===== src/hdl/windowed_zscore_anomaly_detector_defines.svh =====
// ----------------------------------------------------------------------------
// Assertion macros for the windowed z-score anomaly detector
// Shared same-cycle-implication and next-cycle-implication checks.
// ----------------------------------------------------------------------------
`ifndef WINDOWED_ZSCORE_ANOMALY_DETECTOR_DEFINES_SVH
`define WINDOWED_ZSCORE_ANOMALY_DETECTOR_DEFINES_SVH

// Consequent must hold in the same cycle as the antecedent.
`define ZSC_ASSERT_HOLDS(label, clk, rst, ante, cons, msg) \
   label: assert property (@(posedge clk) disable iff (rst) (ante) |-> (cons)) \
      else $error(msg);

// Consequent must hold in the cycle after the antecedent.
`define ZSC_ASSERT_NEXT(label, clk, rst, ante, cons, msg) \
   label: assert property (@(posedge clk) disable iff (rst) (ante) |=> (cons)) \
      else $error(msg);

`endif


===== src/hdl/zsc_pkg.sv =====
// ----------------------------------------------------------------------------
// zsc_pkg
// Widths, constants and shared types of the windowed z-score detector.
// ----------------------------------------------------------------------------
package zsc_pkg;

   // window of stored sample pairs
   localparam int WINDOW = 10;
   localparam int CNT_W  = $clog2(WINDOW + 1);
   localparam int SLOT_W = $clog2(WINDOW);

   localparam int SMP_W  = 16;
   localparam int SUM_W  = SMP_W + 1 + CNT_W;        // signed window sum
   localparam int MW     = SUM_W + 1;                // multiplier operand width
   localparam int QW     = 2 * SMP_W + CNT_W;        // unsigned sum of squares
   localparam int LO_W   = MW - 1;                   // low slice of sum of squares
   localparam int HI_W   = QW - LO_W;                // high slice of sum of squares
   localparam int VW     = 2 * CNT_W + 2 * SMP_W + 2; // signed n*Q - S*S
   localparam int DW     = 2 * MW - 1;               // unsigned (n*x - S)^2

   localparam int SCORE_W  = 16;
   localparam int SCALE_SH = 11;                     // 2048 = Q4.12 halved
   localparam int SAT_SH   = SCORE_W - SCALE_SH;
   localparam int STEP_W   = $clog2(SCORE_W + 1);
   localparam logic [SCORE_W-1:0] SCORE_MAX = {SCORE_W{1'b1}};

   localparam int MIN_W   = 4;
   localparam int CMP_W   = (CNT_W > MIN_W) ? CNT_W : MIN_W;

   localparam logic [SLOT_W-1:0] SLOT_LAST  = SLOT_W'(WINDOW - 1);
   localparam logic [CNT_W-1:0]  CNT_FULL   = CNT_W'(WINDOW);

   // configuration port
   localparam int CSR_IDX_W  = 1;
   localparam int CSR_DATA_W = 16;
   localparam logic [CSR_IDX_W-1:0] CSR_SCORE_LIMIT = 1'b0;
   localparam logic [CSR_IDX_W-1:0] CSR_MIN_SAMPLES = 1'b1;
   localparam logic [SCORE_W-1:0]   LIMIT_RESET     = 16'd16384;
   localparam logic [MIN_W-1:0]     MIN_RESET       = 4'd5;

   localparam int REQ_DATA_W = 2 * SMP_W;
   localparam int RSP_DATA_W = 24;
   localparam int RAM_W      = 2 * SMP_W;

   typedef struct packed {
      logic                busy;
      logic [SCORE_W-1:0]  quotient;
   } div_result_type;

endpackage


===== src/hdl/zsc_ram.sv =====
// ----------------------------------------------------------------------------
// zsc_ram
// Generic single-write, single-read RAM with registered read data.
// ----------------------------------------------------------------------------
module zsc_ram #(
   parameter int DATA_W = 32,
   parameter int DEPTH  = 16
) (
   input  logic                       clock,
   input  logic                       wr_en,
   input  logic [$clog2(DEPTH)-1:0]   wr_addr,
   input  logic [DATA_W-1:0]          wr_data,
   input  logic [$clog2(DEPTH)-1:0]   rd_addr,
   output logic [DATA_W-1:0]          rd_data
);

   logic [DATA_W-1:0] mem_ff [DEPTH];
   logic [DATA_W-1:0] rd_data_ff;

   always_ff @(posedge clock) begin
      if (wr_en) begin
         mem_ff[wr_addr] <= wr_data;
      end
      rd_data_ff <= mem_ff[rd_addr];
   end

   assign rd_data = rd_data_ff;

endmodule


===== src/hdl/zsc_div.sv =====
// ----------------------------------------------------------------------------
// zsc_div
// Serial restoring divider: floor(2048 * D / V), saturated, 0 for V <= 0.
// ----------------------------------------------------------------------------
module zsc_div (
   input  logic                            clock,
   input  logic                            reset,
   input  logic                            start,
   input  logic [zsc_pkg::DW-1:0]          dsq,
   input  logic signed [zsc_pkg::VW-1:0]   var_n2,
   output zsc_pkg::div_result_type         result
);
   import zsc_pkg::*;

   typedef enum logic [1:0] {D_IDLE, D_CHECK, D_RUN} state_type;

   state_type            state_ff, state_in;
   logic [DW-1:0]        d_ff, d_in;
   logic signed [VW-1:0] v_ff, v_in;
   logic [VW-1:0]        rem_ff, rem_in;
   logic [SCORE_W-1:0]   nsh_ff, nsh_in;
   logic [SCORE_W-1:0]   quo_ff, quo_in;
   logic [STEP_W-1:0]    cnt_ff, cnt_in;

   logic                 v_pos;
   logic [VW-1:0]        v_mag;
   logic                 sat;
   logic [VW:0]          trial;
   logic [VW:0]          diff;
   logic                 fits;

   assign v_mag = v_ff;
   assign v_pos = !v_ff[VW-1] && (v_ff != '0);
   // quotient reaches 2^16 exactly when D >= 32 * V
   assign sat   = {{(VW + SAT_SH - DW){1'b0}}, d_ff} >= {v_mag, {SAT_SH{1'b0}}};
   assign trial = {rem_ff, nsh_ff[SCORE_W-1]};
   assign diff  = trial - {1'b0, v_mag};
   assign fits  = trial >= {1'b0, v_mag};

   always_comb begin
      state_in = state_ff;
      d_in     = d_ff;
      v_in     = v_ff;
      rem_in   = rem_ff;
      nsh_in   = nsh_ff;
      quo_in   = quo_ff;
      cnt_in   = cnt_ff;
      case (state_ff)
         D_IDLE: begin
            if (start) begin
               d_in     = dsq;
               v_in     = var_n2;
               state_in = D_CHECK;
            end
         end
         D_CHECK: begin
            if (!v_pos) begin
               quo_in   = '0;
               state_in = D_IDLE;
            end else if (sat) begin
               quo_in   = SCORE_MAX;
               state_in = D_IDLE;
            end else begin
               rem_in   = {{(VW - DW + SAT_SH){1'b0}}, d_ff[DW-1:SAT_SH]};
               nsh_in   = {d_ff[SAT_SH-1:0], {SCALE_SH{1'b0}}};
               quo_in   = '0;
               cnt_in   = STEP_W'(SCORE_W);
               state_in = D_RUN;
            end
         end
         D_RUN: begin
            rem_in = fits ? diff[VW-1:0] : trial[VW-1:0];
            quo_in = {quo_ff[SCORE_W-2:0], fits};
            nsh_in = {nsh_ff[SCORE_W-2:0], 1'b0};
            cnt_in = cnt_ff - STEP_W'(1);
            if (cnt_ff == STEP_W'(1)) begin
               state_in = D_IDLE;
            end
         end
         default: begin
            state_in = D_IDLE;
         end
      endcase
   end

   always_ff @(posedge clock) begin
      if (reset) begin
         state_ff <= D_IDLE;
      end else begin
         state_ff <= state_in;
      end
      d_ff   <= d_in;
      v_ff   <= v_in;
      rem_ff <= rem_in;
      nsh_ff <= nsh_in;
      quo_ff <= quo_in;
      cnt_ff <= cnt_in;
   end

   assign result.busy     = (state_ff != D_IDLE);
   assign result.quotient = quo_ff;

endmodule


===== src/hdl/windowed_zscore_anomaly_detector.sv =====
// Usage: each req word carries one vibration/temperature pair; each produces
// exactly one rsp word with the combined squared z-score (Q4.12), the anomaly
// flag and the warm-up flag. Registers score_limit (index 0) and min_samples
// (index 1) are written on the csr channel, which is always ready.
// Sequence: a warm-up pair goes straight to S_DONE after acceptance. A scored
// pair walks the n stored pairs of the window (up to 10) through the single
// shared multiplier (S_SQV, S_SQT and S_ACC per stored pair), then runs a
// short multiply sequence per channel and two 16-step serial divisions, the
// first overlapping the second channel's setup.
// Throughput: one pair at a time; req_tready is high only while idle, so a
// pair holds the input until its word is moved into the rsp output register.
// A finished word waits in the rsp output register, so the next pair is
// accepted while the receiver stalls; a second finished word holds inside
// until the first one is taken.
// Reset: synchronous, active high; empties the window and restores the
// register defaults (score_limit 4.0, min_samples 5).
// ----------------------------------------------------------------------------
// windowed_zscore_anomaly_detector
// Sliding-window squared z-score detector over vibration and temperature.
// ----------------------------------------------------------------------------
`include "windowed_zscore_anomaly_detector_defines.svh"

module windowed_zscore_anomaly_detector (
   input  logic                               clock,
   input  logic                               reset,
   // req_tdata: [15:0] vibration_sample, [31:16] temperature_sample
   input  logic                               req_tvalid,
   output logic                               req_tready,
   input  logic [zsc_pkg::REQ_DATA_W-1:0]     req_tdata,
   // rsp_tdata: [15:0] combined_score, [16] anomaly, [23:17] zero
   output logic                               rsp_tvalid,
   input  logic                               rsp_tready,
   output logic [zsc_pkg::RSP_DATA_W-1:0]     rsp_tdata,
   // rsp_tuser: [0] warming_up
   output logic [0:0]                         rsp_tuser,
   input  logic                               csr_valid,
   output logic                               csr_ready,
   input  logic [zsc_pkg::CSR_IDX_W-1:0]      csr_index,
   input  logic [zsc_pkg::CSR_DATA_W-1:0]     csr_data
);
   import zsc_pkg::*;

   typedef enum logic [3:0] {
      S_IDLE, S_LOAD, S_SQV, S_SQT, S_ACC,
      S_SS, S_NQL, S_NQH, S_NX, S_DEV, S_DD,
      S_DIV_GO, S_WAIT_V, S_WAIT_T, S_DONE
   } state_type;

   state_type              state_ff, state_in;
   logic [SLOT_W-1:0]      slot_ff, slot_in;
   logic [CNT_W-1:0]       cnt_ff, cnt_in;
   logic [CNT_W-1:0]       idx_ff, idx_in;
   logic                   ch_ff, ch_in;
   logic [SMP_W-1:0]       vib_x_ff, vib_x_in;
   logic [SMP_W-1:0]       tmp_x_ff, tmp_x_in;
   logic signed [SUM_W-1:0] sv_ff, sv_in, st_ff, st_in;
   logic [QW-1:0]          qv_ff, qv_in, qt_ff, qt_in;
   logic signed [VW-1:0]   v_ff, v_in;
   logic signed [MW-1:0]   dev_ff, dev_in;
   logic signed [2*MW-1:0] prod_ff;
   logic [SCORE_W-1:0]     term_ff, term_in;
   logic [SCORE_W-1:0]     score_ff, score_in;
   logic                   warm_ff, warm_in;
   logic [SCORE_W-1:0]     limit_ff, limit_in;
   logic [MIN_W-1:0]       min_ff, min_in;
   logic                   rsp_valid_ff, rsp_valid_in;
   logic [SCORE_W-1:0]     rsp_score_ff, rsp_score_in;
   logic                   rsp_anom_ff, rsp_anom_in;
   logic                   rsp_warm_ff, rsp_warm_in;

   // shared multiplier
   logic                   mul_en;
   logic signed [MW-1:0]   mul_a, mul_b;
   logic signed [2*MW-1:0] mul_p;

   logic                   accept;
   logic [RAM_W-1:0]       ram_rd;
   logic [SMP_W-1:0]       rd_vib, rd_tmp;
   logic signed [SUM_W-1:0] rd_vib_s, rd_tmp_s, s_sel;
   logic [QW-1:0]          q_sel;
   logic signed [MW-1:0]   s_mw, x_mw, n_mw, qlo_mw, qhi_mw, rdv_mw, rdt_mw;
   logic [CMP_W-1:0]       cnt_cmp, min_cmp;
   logic [SCORE_W:0]       score_sum;

   logic                   div_start;
   div_result_type         div_res;

   assign accept     = req_tvalid && req_tready;
   assign req_tready = (state_ff == S_IDLE);
   assign csr_ready  = 1'b1;

   // window rings: vibration in the low half, temperature in the high half
   zsc_ram #(.DATA_W(RAM_W), .DEPTH(WINDOW)) u_ring (
      .clock   (clock),
      .wr_en   (accept),
      .wr_addr (slot_ff),
      .wr_data (req_tdata),
      .rd_addr (idx_ff[SLOT_W-1:0]),
      .rd_data (ram_rd)
   );

   zsc_div u_div (
      .clock  (clock),
      .reset  (reset),
      .start  (div_start),
      .dsq    (prod_ff[DW-1:0]),
      .var_n2 (v_ff),
      .result (div_res)
   );

   assign rd_vib   = ram_rd[SMP_W-1:0];
   assign rd_tmp   = ram_rd[RAM_W-1:SMP_W];
   assign rd_vib_s = {{(SUM_W - SMP_W){1'b0}}, rd_vib};
   assign rd_tmp_s = {{(SUM_W - SMP_W){rd_tmp[SMP_W-1]}}, rd_tmp};
   assign rdv_mw   = {{(MW - SMP_W){1'b0}}, rd_vib};
   assign rdt_mw   = {{(MW - SMP_W){rd_tmp[SMP_W-1]}}, rd_tmp};

   // operands of the channel in progress
   assign s_sel  = ch_ff ? st_ff : sv_ff;
   assign q_sel  = ch_ff ? qt_ff : qv_ff;
   assign s_mw   = {{(MW - SUM_W){s_sel[SUM_W-1]}}, s_sel};
   assign x_mw   = ch_ff ? {{(MW - SMP_W){tmp_x_ff[SMP_W-1]}}, tmp_x_ff}
                         : {{(MW - SMP_W){1'b0}}, vib_x_ff};
   assign n_mw   = {{(MW - CNT_W){1'b0}}, cnt_ff};
   assign qlo_mw = {{(MW - LO_W){1'b0}}, q_sel[LO_W-1:0]};
   assign qhi_mw = {{(MW - HI_W){1'b0}}, q_sel[QW-1:LO_W]};

   assign mul_p  = mul_a * mul_b;

   assign score_sum = {1'b0, term_ff} + {1'b0, div_res.quotient};
   assign min_cmp   = {{(CMP_W - MIN_W){1'b0}}, min_ff};
   assign cnt_cmp   = {{(CMP_W - CNT_W){1'b0}}, cnt_in};

   always_comb begin
      state_in     = state_ff;
      slot_in      = slot_ff;
      cnt_in       = cnt_ff;
      idx_in       = idx_ff;
      ch_in        = ch_ff;
      vib_x_in     = vib_x_ff;
      tmp_x_in     = tmp_x_ff;
      sv_in        = sv_ff;
      st_in        = st_ff;
      qv_in        = qv_ff;
      qt_in        = qt_ff;
      v_in         = v_ff;
      dev_in       = dev_ff;
      term_in      = term_ff;
      score_in     = score_ff;
      warm_in      = warm_ff;
      limit_in     = limit_ff;
      min_in       = min_ff;
      rsp_valid_in = rsp_valid_ff;
      rsp_score_in = rsp_score_ff;
      rsp_anom_in  = rsp_anom_ff;
      rsp_warm_in  = rsp_warm_ff;
      mul_en       = 1'b0;
      mul_a        = '0;
      mul_b        = '0;
      div_start    = 1'b0;

      // the user must make configuration writes only while idle; the block does not enforce it
      if (csr_valid) begin
         case (csr_index)
            CSR_SCORE_LIMIT: limit_in = csr_data[SCORE_W-1:0];
            CSR_MIN_SAMPLES: min_in   = csr_data[MIN_W-1:0];
            default: begin
            end
         endcase
      end

      // drop the output word once it is taken
      if (rsp_valid_ff && rsp_tready) begin
         rsp_valid_in = 1'b0;
      end

      case (state_ff)
         S_IDLE: begin
            if (accept) begin
               vib_x_in = req_tdata[SMP_W-1:0];
               tmp_x_in = req_tdata[REQ_DATA_W-1:SMP_W];
               slot_in  = (slot_ff == SLOT_LAST) ? '0 : slot_ff + SLOT_W'(1);
               cnt_in   = (cnt_ff == CNT_FULL) ? cnt_ff : cnt_ff + CNT_W'(1);
               idx_in   = '0;
               sv_in    = '0;
               st_in    = '0;
               qv_in    = '0;
               qt_in    = '0;
               ch_in    = 1'b0;
               if (cnt_cmp < min_cmp) begin
                  // warm-up: skip scoring entirely
                  score_in = '0;
                  warm_in  = 1'b1;
                  state_in = S_DONE;
               end else begin
                  warm_in  = 1'b0;
                  state_in = S_LOAD;
               end
            end
         end
         S_LOAD: begin
            state_in = S_SQV;
         end
         S_SQV: begin
            mul_en   = 1'b1;
            mul_a    = rdv_mw;
            mul_b    = rdv_mw;
            sv_in    = sv_ff + rd_vib_s;
            state_in = S_SQT;
         end
         S_SQT: begin
            mul_en   = 1'b1;
            mul_a    = rdt_mw;
            mul_b    = rdt_mw;
            st_in    = st_ff + rd_tmp_s;
            qv_in    = qv_ff + prod_ff[QW-1:0];
            idx_in   = idx_ff + CNT_W'(1);
            state_in = S_ACC;
         end
         S_ACC: begin
            qt_in = qt_ff + prod_ff[QW-1:0];
            if (idx_ff == cnt_ff) begin
               state_in = S_SS;
            end else begin
               state_in = S_SQV;
            end
         end
         S_SS: begin
            mul_en   = 1'b1;
            mul_a    = s_mw;
            mul_b    = s_mw;
            state_in = S_NQL;
         end
         S_NQL: begin
            v_in     = -prod_ff[VW-1:0];
            mul_en   = 1'b1;
            mul_a    = n_mw;
            mul_b    = qlo_mw;
            state_in = S_NQH;
         end
         S_NQH: begin
            v_in     = v_ff + prod_ff[VW-1:0];
            mul_en   = 1'b1;
            mul_a    = n_mw;
            mul_b    = qhi_mw;
            state_in = S_NX;
         end
         S_NX: begin
            v_in     = v_ff + {prod_ff[VW-LO_W-1:0], {LO_W{1'b0}}};
            mul_en   = 1'b1;
            mul_a    = n_mw;
            mul_b    = x_mw;
            state_in = S_DEV;
         end
         S_DEV: begin
            dev_in   = prod_ff[MW-1:0] - s_mw;
            state_in = S_DD;
         end
         S_DD: begin
            mul_en   = 1'b1;
            mul_a    = dev_ff;
            mul_b    = dev_ff;
            state_in = ch_ff ? S_WAIT_V : S_DIV_GO;
         end
         S_DIV_GO: begin
            // vibration divide runs while the temperature terms are formed
            div_start = 1'b1;
            ch_in     = 1'b1;
            state_in  = S_SS;
         end
         S_WAIT_V: begin
            if (!div_res.busy) begin
               term_in   = div_res.quotient;
               div_start = 1'b1;
               state_in  = S_WAIT_T;
            end
         end
         S_WAIT_T: begin
            if (!div_res.busy) begin
               score_in = score_sum[SCORE_W] ? SCORE_MAX : score_sum[SCORE_W-1:0];
               state_in = S_DONE;
            end
         end
         S_DONE: begin
            // hold until the output register is free
            if (!rsp_valid_ff || rsp_tready) begin
               rsp_valid_in = 1'b1;
               rsp_score_in = score_ff;
               rsp_anom_in  = score_ff > limit_ff;
               rsp_warm_in  = warm_ff;
               state_in     = S_IDLE;
            end
         end
         default: begin
            state_in = S_IDLE;
         end
      endcase
   end

   always_ff @(posedge clock) begin
      if (reset) begin
         state_ff     <= S_IDLE;
         slot_ff      <= '0;
         cnt_ff       <= '0;
         ch_ff        <= 1'b0;
         limit_ff     <= LIMIT_RESET;
         min_ff       <= MIN_RESET;
         rsp_valid_ff <= 1'b0;
      end else begin
         state_ff     <= state_in;
         slot_ff      <= slot_in;
         cnt_ff       <= cnt_in;
         ch_ff        <= ch_in;
         limit_ff     <= limit_in;
         min_ff       <= min_in;
         rsp_valid_ff <= rsp_valid_in;
      end
      idx_ff       <= idx_in;
      vib_x_ff     <= vib_x_in;
      tmp_x_ff     <= tmp_x_in;
      sv_ff        <= sv_in;
      st_ff        <= st_in;
      qv_ff        <= qv_in;
      qt_ff        <= qt_in;
      v_ff         <= v_in;
      dev_ff       <= dev_in;
      term_ff      <= term_in;
      score_ff     <= score_in;
      warm_ff      <= warm_in;
      rsp_score_ff <= rsp_score_in;
      rsp_anom_ff  <= rsp_anom_in;
      rsp_warm_ff  <= rsp_warm_in;
      if (mul_en) begin
         prod_ff <= mul_p;
      end
   end

   assign rsp_tvalid = rsp_valid_ff;
   assign rsp_tdata  = {{(RSP_DATA_W - SCORE_W - 1){1'b0}}, rsp_anom_ff, rsp_score_ff};
   assign rsp_tuser  = rsp_warm_ff;

   `ZSC_ASSERT_NEXT(a_busy_after_accept, clock, reset, accept, !req_tready,
      "input accepted while a pair is still being scored")
   `ZSC_ASSERT_HOLDS(a_warm_zero_score, clock, reset, rsp_tvalid && rsp_tuser[0],
      rsp_tdata[SCORE_W:0] == '0, "warm-up word carries a score or anomaly")
   `ZSC_ASSERT_HOLDS(a_window_bounds, clock, reset, 1'b1,
      cnt_ff <= CNT_FULL && CNT_W'(slot_ff) < CNT_FULL, "window count or slot out of range")
   `ZSC_ASSERT_HOLDS(a_div_start_idle, clock, reset, div_start, !div_res.busy,
      "divider started while busy")

endmodule

===== config.mk =====
export PLATFORM = sky130hd
export DESIGN_NAME = windowed_zscore_anomaly_detector
export DESIGN_NICKNAME = d
export VERILOG_FILES = /design/src/hdl/zsc_pkg.sv /design/src/hdl/zsc_ram.sv /design/src/hdl/zsc_div.sv /design/src/hdl/windowed_zscore_anomaly_detector.sv
export VERILOG_INCLUDE_DIRS = /design/src /design/src/hdl
export SDC_FILE = /design/constraint.sdc
export NUM_CORES = 2
export LEC_CHECK = 0
export ABC_AREA = 1
export BUFFER_PORTS_ARGS = -buffer_cell sky130_fd_sc_hd__buf_2
export CAP_MARGIN = 20
export CORE_UTILIZATION = 60
export CTS_CLUSTER_DIAMETER = 30
export DETAILED_ROUTE_END_ITERATION = 10
export GPL_TIMING_DRIVEN = 0
export PLACE_DENSITY_LB_ADDON = 0.1
export SLEW_MARGIN = 15
export SYNTH_ARGS = -nofsm -noshare
export SYNTH_HDL_FRONTEND = slang
export SYNTH_SLANG_ARGS = --single-unit

===== constraint.sdc =====
create_clock -name clock -period 12.7 [get_ports clock]
set_input_delay 1.27 -clock clock [delete_from_list [all_inputs] [get_ports clock]]
set_output_delay 1.27 -clock clock [all_outputs]
set_load 0.02 [all_outputs]

Yosys cells after proc, flatten, opt, wreduce, memory -nomap -nowiden
Memories as Yosys holds them, arrays and structs flattened. A register that Yosys moved wholly into a read port is not among the register bits.
Index checks and enable logic that the tools add are counted.
- add/subtract/negate cells: 14
- multipliers: 1
- div/mod/pow operators: 0
- $lt $le $gt $ge: 4
- equal/unequal tests: 29
- shift operators: 0
- mux-type cells: 60
- bitwise gates (word level): 2
- reductions and logical operators: 33
- operators by type and width (cell ; count):
    one-hot mux 22 bit (7 select lines) ; 1
    one-hot mux 36 bit (2 select lines) ; 2
    2-to-1 mux 16 bit ; 8
    2-to-1 mux 42 bit ; 3
    one-hot mux 42 bit (3 select lines) ; 1
    one-hot mux 22 bit (5 select lines) ; 1
    one-hot mux 16 bit (2 select lines) ; 3
    adder 42 bit ; 2
    one-hot mux 21 bit (2 select lines) ; 2
    one-hot mux 42 bit (2 select lines) ; 1
    adder 36 bit ; 2
    2-to-1 mux 36 bit ; 2
    one-hot mux 4 bit (15 select lines) ; 1
    >= comparator 43 x 47 -> 1 bit ; 1
    >= comparator 43 x 42 -> 1 bit ; 1
    multiplier 22 x 22 -> 43 bit ; 1
    2-to-1 mux 21 bit ; 2
    negator 42 bit ; 1
    nonzero test 42 bit ; 1
    subtractor 42 bit ; 1
    2-to-1 mux 4 bit ; 10
    == test 4 bit, second input constant ; 9
    2-to-1 mux 22 bit ; 1
    AND reduction 2 bit ; 11
    37 further kinds ; 75
- bits in registers: 508
- latch bits: 0
- bits in writable memories: 320
- memory bits (read-only): 0
- input bits: 54
- output and inout port bits: 28
- logic and storage cells: 174
- memories: 1
- memories (memory ; words ; bits a word ; read ports ; clocked after memory_dff ; wr ports ; RTL line ; text):
    u_ring.mem_ff ; 10 ; 32 ; 1 ; 1 ; 1 ; zsc_ram.sv:17 ; logic [DATA_W-1:0] mem_ff [DEPTH];

Logic depth before layout (Yosys ltp)
- depth in word-level cells: 8
- gate-level depth with buffers: 38
- gate-level depth less buffers: 36

By module
Synthesis repeated with hierarchy kept, for this count alone.
- cells, all modules: 8682
- area, all modules: 71219.6 um^2
- by module, submodules not included (module ; times used ; cells each ; area each (um^2) ; sequential area each (um^2)):
    windowed_zscore_anomaly_detector ; 1 ; 6008 ; 46308.2 ; 9929.5
    zsc_ram ; 1 ; 1271 ; 14112.3 ; 10249.8
    zsc_div ; 1 ; 1403 ; 10799.1 ; 4634.4

Worst setup path after synthesis
OpenSTA, ideal clock, no wires.
- path kind: flip-flop to flip-flop
- start: reg state_ff[2]
- end: reg prod_ff[30] (data pin)
- setup time: 0.265 ns
- arrival: 7.690 ns
- data required time: 12.435 ns
- setup slack: 4.745 ns
- cell stages (with the launch flop): 27
- path buffers: 1
- period minus slack after synthesis: 7.955 ns
- path through: dfxtp_1 > nand2_4 > nor2_1 > nor2_1 > inv_1 > nand2_1 > nand3b_1 > buf_2 > nand2_1 > fa_1 > fa_1 > inv_1 > fa_1 > fa_1 > fa_1 > fa_1 > inv_1 > fa_1 > inv_1 > ha_1 > a21oi_1 > o21ai_0 > a21oi_1 > nand2_1 > a21oi_1 > o21ai_0 > xor2_1
- cells in the longest elaborated chain, start to end: 4
- elaborated cells on any way between the ends: 11
- those cells by class: mul (1); eq/ne (7); mux (2); reduce/logical (1)
- RTL lines (what ; RTL line ; text):
    from (decl) ; windowed_zscore_anomaly_detector.sv:49 ; state_type state_ff, state_in;
    from (signal assigned) ; windowed_zscore_anomaly_detector.sv:310 ; state_ff <= state_in;
    == test 4 bit / == test 4 x 3 -> 1 bit (equally long branches) ; windowed_zscore_anomaly_detector.sv:177 ; case (state_ff)
    OR reduction 3 bit (no source line) ; n/a ;
    one-hot mux 22 bit (5 select lines) ; windowed_zscore_anomaly_detector.sv:177 ;
    multiplier 22 x 22 -> 43 bit * ; windowed_zscore_anomaly_detector.sv:128 ; assign mul_p = mul_a * mul_b;
    net mul_p[30] ; windowed_zscore_anomaly_detector.sv:74 ; logic signed [2*MW-1:0] mul_p;
    to (signal assigned) ; windowed_zscore_anomaly_detector.sv:334 ; prod_ff <= mul_p;
    to (decl) ; windowed_zscore_anomaly_detector.sv:60 ; logic signed [2*MW-1:0] prod_ff;
Mark *: on every way through the listed nets, which the timed path passes. The rest lies on a longest branch.
A chain may end at the register's enable or synchronous reset.

Worst setup path in the final report
- start: reg ch_ff
- end: reg prod_ff[41] (data pin)
- cells in the longest elaborated chain, start to end: 3
- elaborated cells on any way between the ends: 6
- those cells by class: mul (1); mux (5)
- RTL lines (what ; RTL line ; text):
    from (decl) ; windowed_zscore_anomaly_detector.sv:53 ; logic ch_ff, ch_in;
    from (signal assigned) ; windowed_zscore_anomaly_detector.sv:313 ; ch_ff <= ch_in;
    2-to-1 mux 22 bit (tied with other cells) ; windowed_zscore_anomaly_detector.sv:122 ; assign x_mw = ch_ff ? {{(MW - SMP_W){tmp_x_ff[SMP_W-1]}}, tmp_x_ff}
    one-hot mux 22 bit (7 select lines) / one-hot mux 22 bit (5 select lines) (equally long branches) ; windowed_zscore_anomaly_detector.sv:177 ;
    multiplier 22 x 22 -> 43 bit * ; windowed_zscore_anomaly_detector.sv:128 ;
    net mul_p[41] ; windowed_zscore_anomaly_detector.sv:74 ;
Marks and branches as above.

==> out/qor.csv <==
stage,metric,value,unit
run_status,status,"finished, final reports clean",
setup_path,path_max_fanout,10,
logic_synthesis,ys_warn_count,0,
clocking,post-cts-setup-buffer-count,0,
timing,relSlewSlack,10.6,%
routing,via_per_inst,5.99,
place,io_buffers,73,
floorplanning,die_w,342,um
timing,fin_worst_skew,0.0627,ns
setup_path,cp_num_buf_inv,10,
pwr,p_per_area,244,nW/um2
setup_path,critPathLaunch,ch_ff,
setup_path,crit_path_end,prod_ff[41],
floorplanning,die_area,117000,um2
routing,wl,238,mm
logic_synthesis,synthFlopType,edfxtp_1,
setup_path,regToRegEndpoint,prod_ff[41],
clocking,clock-root-buffer,clkbuf_16,
setup_path,worstPathRequired,13.28,ns
worst_hold_path,hp-class,reg2reg,
timing,rsz0062_at_grt,false,
setup_path,cp_slowest_stage_delay,0.74,ns
logic_synthesis,async_reset_ff_share,0,%
clocking,cts-resized-gates,0,
grt,grt_overflow_total,0,
timing,slew_violations,0,
floorplanning,chipHeight,342,um
place,gp_congestion,1.07,
routing,drc,0,
setup_path,cp_num_cells,30,
place,placedCellCount,9645,
clocking,clock_latency,0.80,ns
floorplanning,fp-row-count,124,
clocking,cts_tree,yes,
setup_path,worstSetupPathType,reg2reg,
timing,finalSetupTns,0,ns
logic_synthesis,yosysUniqueCellTypes,69,
setup_path,worstPathArrival,10.84,ns
logic_synthesis,ys_seq_area_share,35.8,%
timing,max_freq,0.0974,GHz
clocking,cts_hold_buf,0,
logic_synthesis,synth.cell_area,69300,um2
routing,ant_nets,0,
grt,grt_pass1_wl,354,mm
setup_path,cp_slowest_cell,fa_1,
setup_path,worstSetupEndpointType,flop,
grt,antenna_found_initial,9,
flow_run,max_cap_violations,0,
pwr,power,19.2,mW
clocking,cts_sinks,849,
logic_synthesis,synthCells,8025,
floorplanning,start_util,60.6,%
setup_path,r2r_start,ch_ff,
layout,utilization,68.7,%
routing,dr_total_vias,59900,
clocking,clockBufferDepth,3,
grt,gr-usage-all-layers,41.0,%
timing,finalSetupViolations,0,
layout,fill_cells,9202,
pwr,p_leak,35.1,nW
place,dpl.hpwl,186,mm
routing,drt_iter0_markers,6585,
clocking,cts.htree.levels,4,
timing,fin_crit,10.26,ns
layout,final_cells,9992,
pwr,max-vdd-ir-drop,0.189,mV
floorplanning,core-area,114000,um2
timing,finalCritPeriodShare,80.8,%
logic_synthesis,ys_seq_elements,849,
layout,final_layout_size_suffix_gt1_share,7.42,%
layout,nets,9318,
layout,area_growth,13.4,%
clocking,clk_pin_slew,0.05,ns
grt,grt_max_degree,43,
timing,hold_violations,0,
timing,tightest_slew,1.34,ns
setup_path,critPathLaunchType,flop,
logic_synthesis,synth_edf_count,781,
logic_synthesis,avgSynthCellArea,8.63,um2
setup_path,cp_top_family,adder cells,
setup_path,reg2reg_depth,30,
grt,grt_pass1_vias,58100,
setup_path,crit_top_cell,fa_1,
routing,drt_pass1_iterations,8,
routing,wl_per_cell,23.8,um
floorplanning,ioPinCount,82,
clocking,numCtsBuffers,177,
setup_path,rrSetupSlack,2.44,ns
## cell usage in the layout, fill, tap and decap left out, types with 14 or more instances in the layout
cell type   instances
nand2_1          1544
inv_1            1391
edfxtp_1          781
nor2_1            774
a21oi_1           625
o21ai_0           514
fa_1              503
ha_1              444
nand3_1           287
clkbuf_16         177
buf_2             138
mux2i_1           112
clkbuf_1           95
nand4_1            94
xor2_1             83
o211ai_1           79
dfxtp_1            68
nor3_1             58
xnor2_1            51
o21bai_1           46
a21o_1             41
inv_2              40
a31oi_1            40
o21a_1             36
nor4_1             28
buf_4              26
clkinvlp_4         25
clkinv_1           24
clkinv_2           23
bufinv_16          22
or2_2              21
nand3b_1           20
a21boi_0           19
clkinv_4           16
buf_1              15
clkinv_16          14
inv_6              14
## logic make-up (layout without fill, tap and decap cells)
family          count (synthesis)  in the layout  share of synthesized area (%)
simple gates                 2906           2906                           17.4
buf+inv                      1617           2058                           9.05
compound gates               1458           1458                           11.8
fa+ha+maj                     947            947                           22.6
flops                         849            849                           35.8
xor+xnor                      134            134                           1.69
mux                           112            112                           1.62
other cells                     2             16                         0.0108
## registers in the layout, summed over array words and instances (netlist names), 5 cells and up
name and cells:
u_div.d_ff 43, u_div.nsh_ff 5, dev_ff 22, u_ring.mem_ff 320, qv_ff 36, tmp_x_ff 16, qt_ff 36, u_div.quo_ff 16
rsp_score_ff 16, v_ff 42, u_ring.rd_data 32, score_ff 16, prod_ff 43, u_div.cnt_ff 5, vib_x_ff 16, u_div.v_ff 42
sv_ff 21, limit_ff 16, u_div.rem_ff 42, st_ff 21, term_ff 16
## area by class of cell
type / count / area (um2) / area share (%)
clock buffers: 196 / 4520 / 5.76
inverters: 1434 / 5380 / 6.85
plain buffers: 183 / 885 / 1.13
well taps: 1512 / 1890 / 2.41
clock inverters: 138 / 1760 / 2.25
repair buffers: 107 / 937 / 1.19
multi-input cells: 5565 / 38300 / 48.8
diodes: 8 / 20.0 / 0.0255
flip-flops and latches: 849 / 24800 / 31.6
## routing by layer
| layer | vias to the layer above | global-route usage [%] | part of all wire, % |
|---|---|---|---|
| met4 | 8 | 23.9 | 6.5 |
| met5 | - | 0.368 | 0.049 |
| li1 | 27100 | - | - |
| met1 | 28600 | 54.2 | 38 |
| met3 | 784 | 9.52 | 11 |
| met2 | 3408 | 62.0 | 44 |
## worst min-delay path by stage
stage               slack [ns]         to  cells past startpoint    start
global placement          0.42  rsp_tuser                      0  warm_ff
CTS                       0.43  rsp_tuser                      0  warm_ff
floorplan                 0.40  rsp_tuser                      0  warm_ff
global route              0.45  rsp_tuser                      0  warm_ff
finish                    0.43  rsp_tuser                      0  warm_ff
detailed placement        0.42  rsp_tuser                      0  warm_ff
## metrics by stage
step | hold slack (ns) | worst slack [ns] | instance area, um2
after global placement | 0.424 | 2.07 | 71500
after floorplan | 0.400 | 4.74 | 69300
final | 0.427 | 2.44 | 78500
after global routing | 0.451 | 2.29 | 78500
after CTS | 0.433 | 2.76 | 78400
after detailed placement | 0.423 | 2.87 | 72100
## worst register-to-register path: cells and delay by family (launching register included)
kind / cells / cell delay, ns
buffers and inverters: 10 / 2.32
adder cells (fa/ha/maj): 8 / 4.56
flip-flops: 1 / 0.39
AND/OR/NAND/NOR: 6 / 1.08
AO/OA/AOI/OAI: 5 / 1.43
XOR/XNOR: 1 / 0.27
## synth_stat cells, drive strengths merged, types with 68 or more instances
cell    number  area, um2
a21oi      630       3180
buf        105        592
clkbuf      78        293
dfxtp       68       1360
edfxtp     781      23500
fa         503      10100
ha         444       5560
inv       1431       5370
mux2i      112       1120
nand2     1556       5870
nand3      292       1490
nand4       96        613
nor2       794       3020
nor3        68        389
o211ai      80        606
o21ai      520       2630
xor2        83        727
## where the power goes
part | leakage (nW) | switching (mW) | internal, mW
combinational | 24.4 | 6.56 | 2.97
sequential | 7.76 | 0.987 | 3.89
clock | 2.96 | 1.69 | 3.07
No activity file was read; power rests on OpenSTA's default activity.
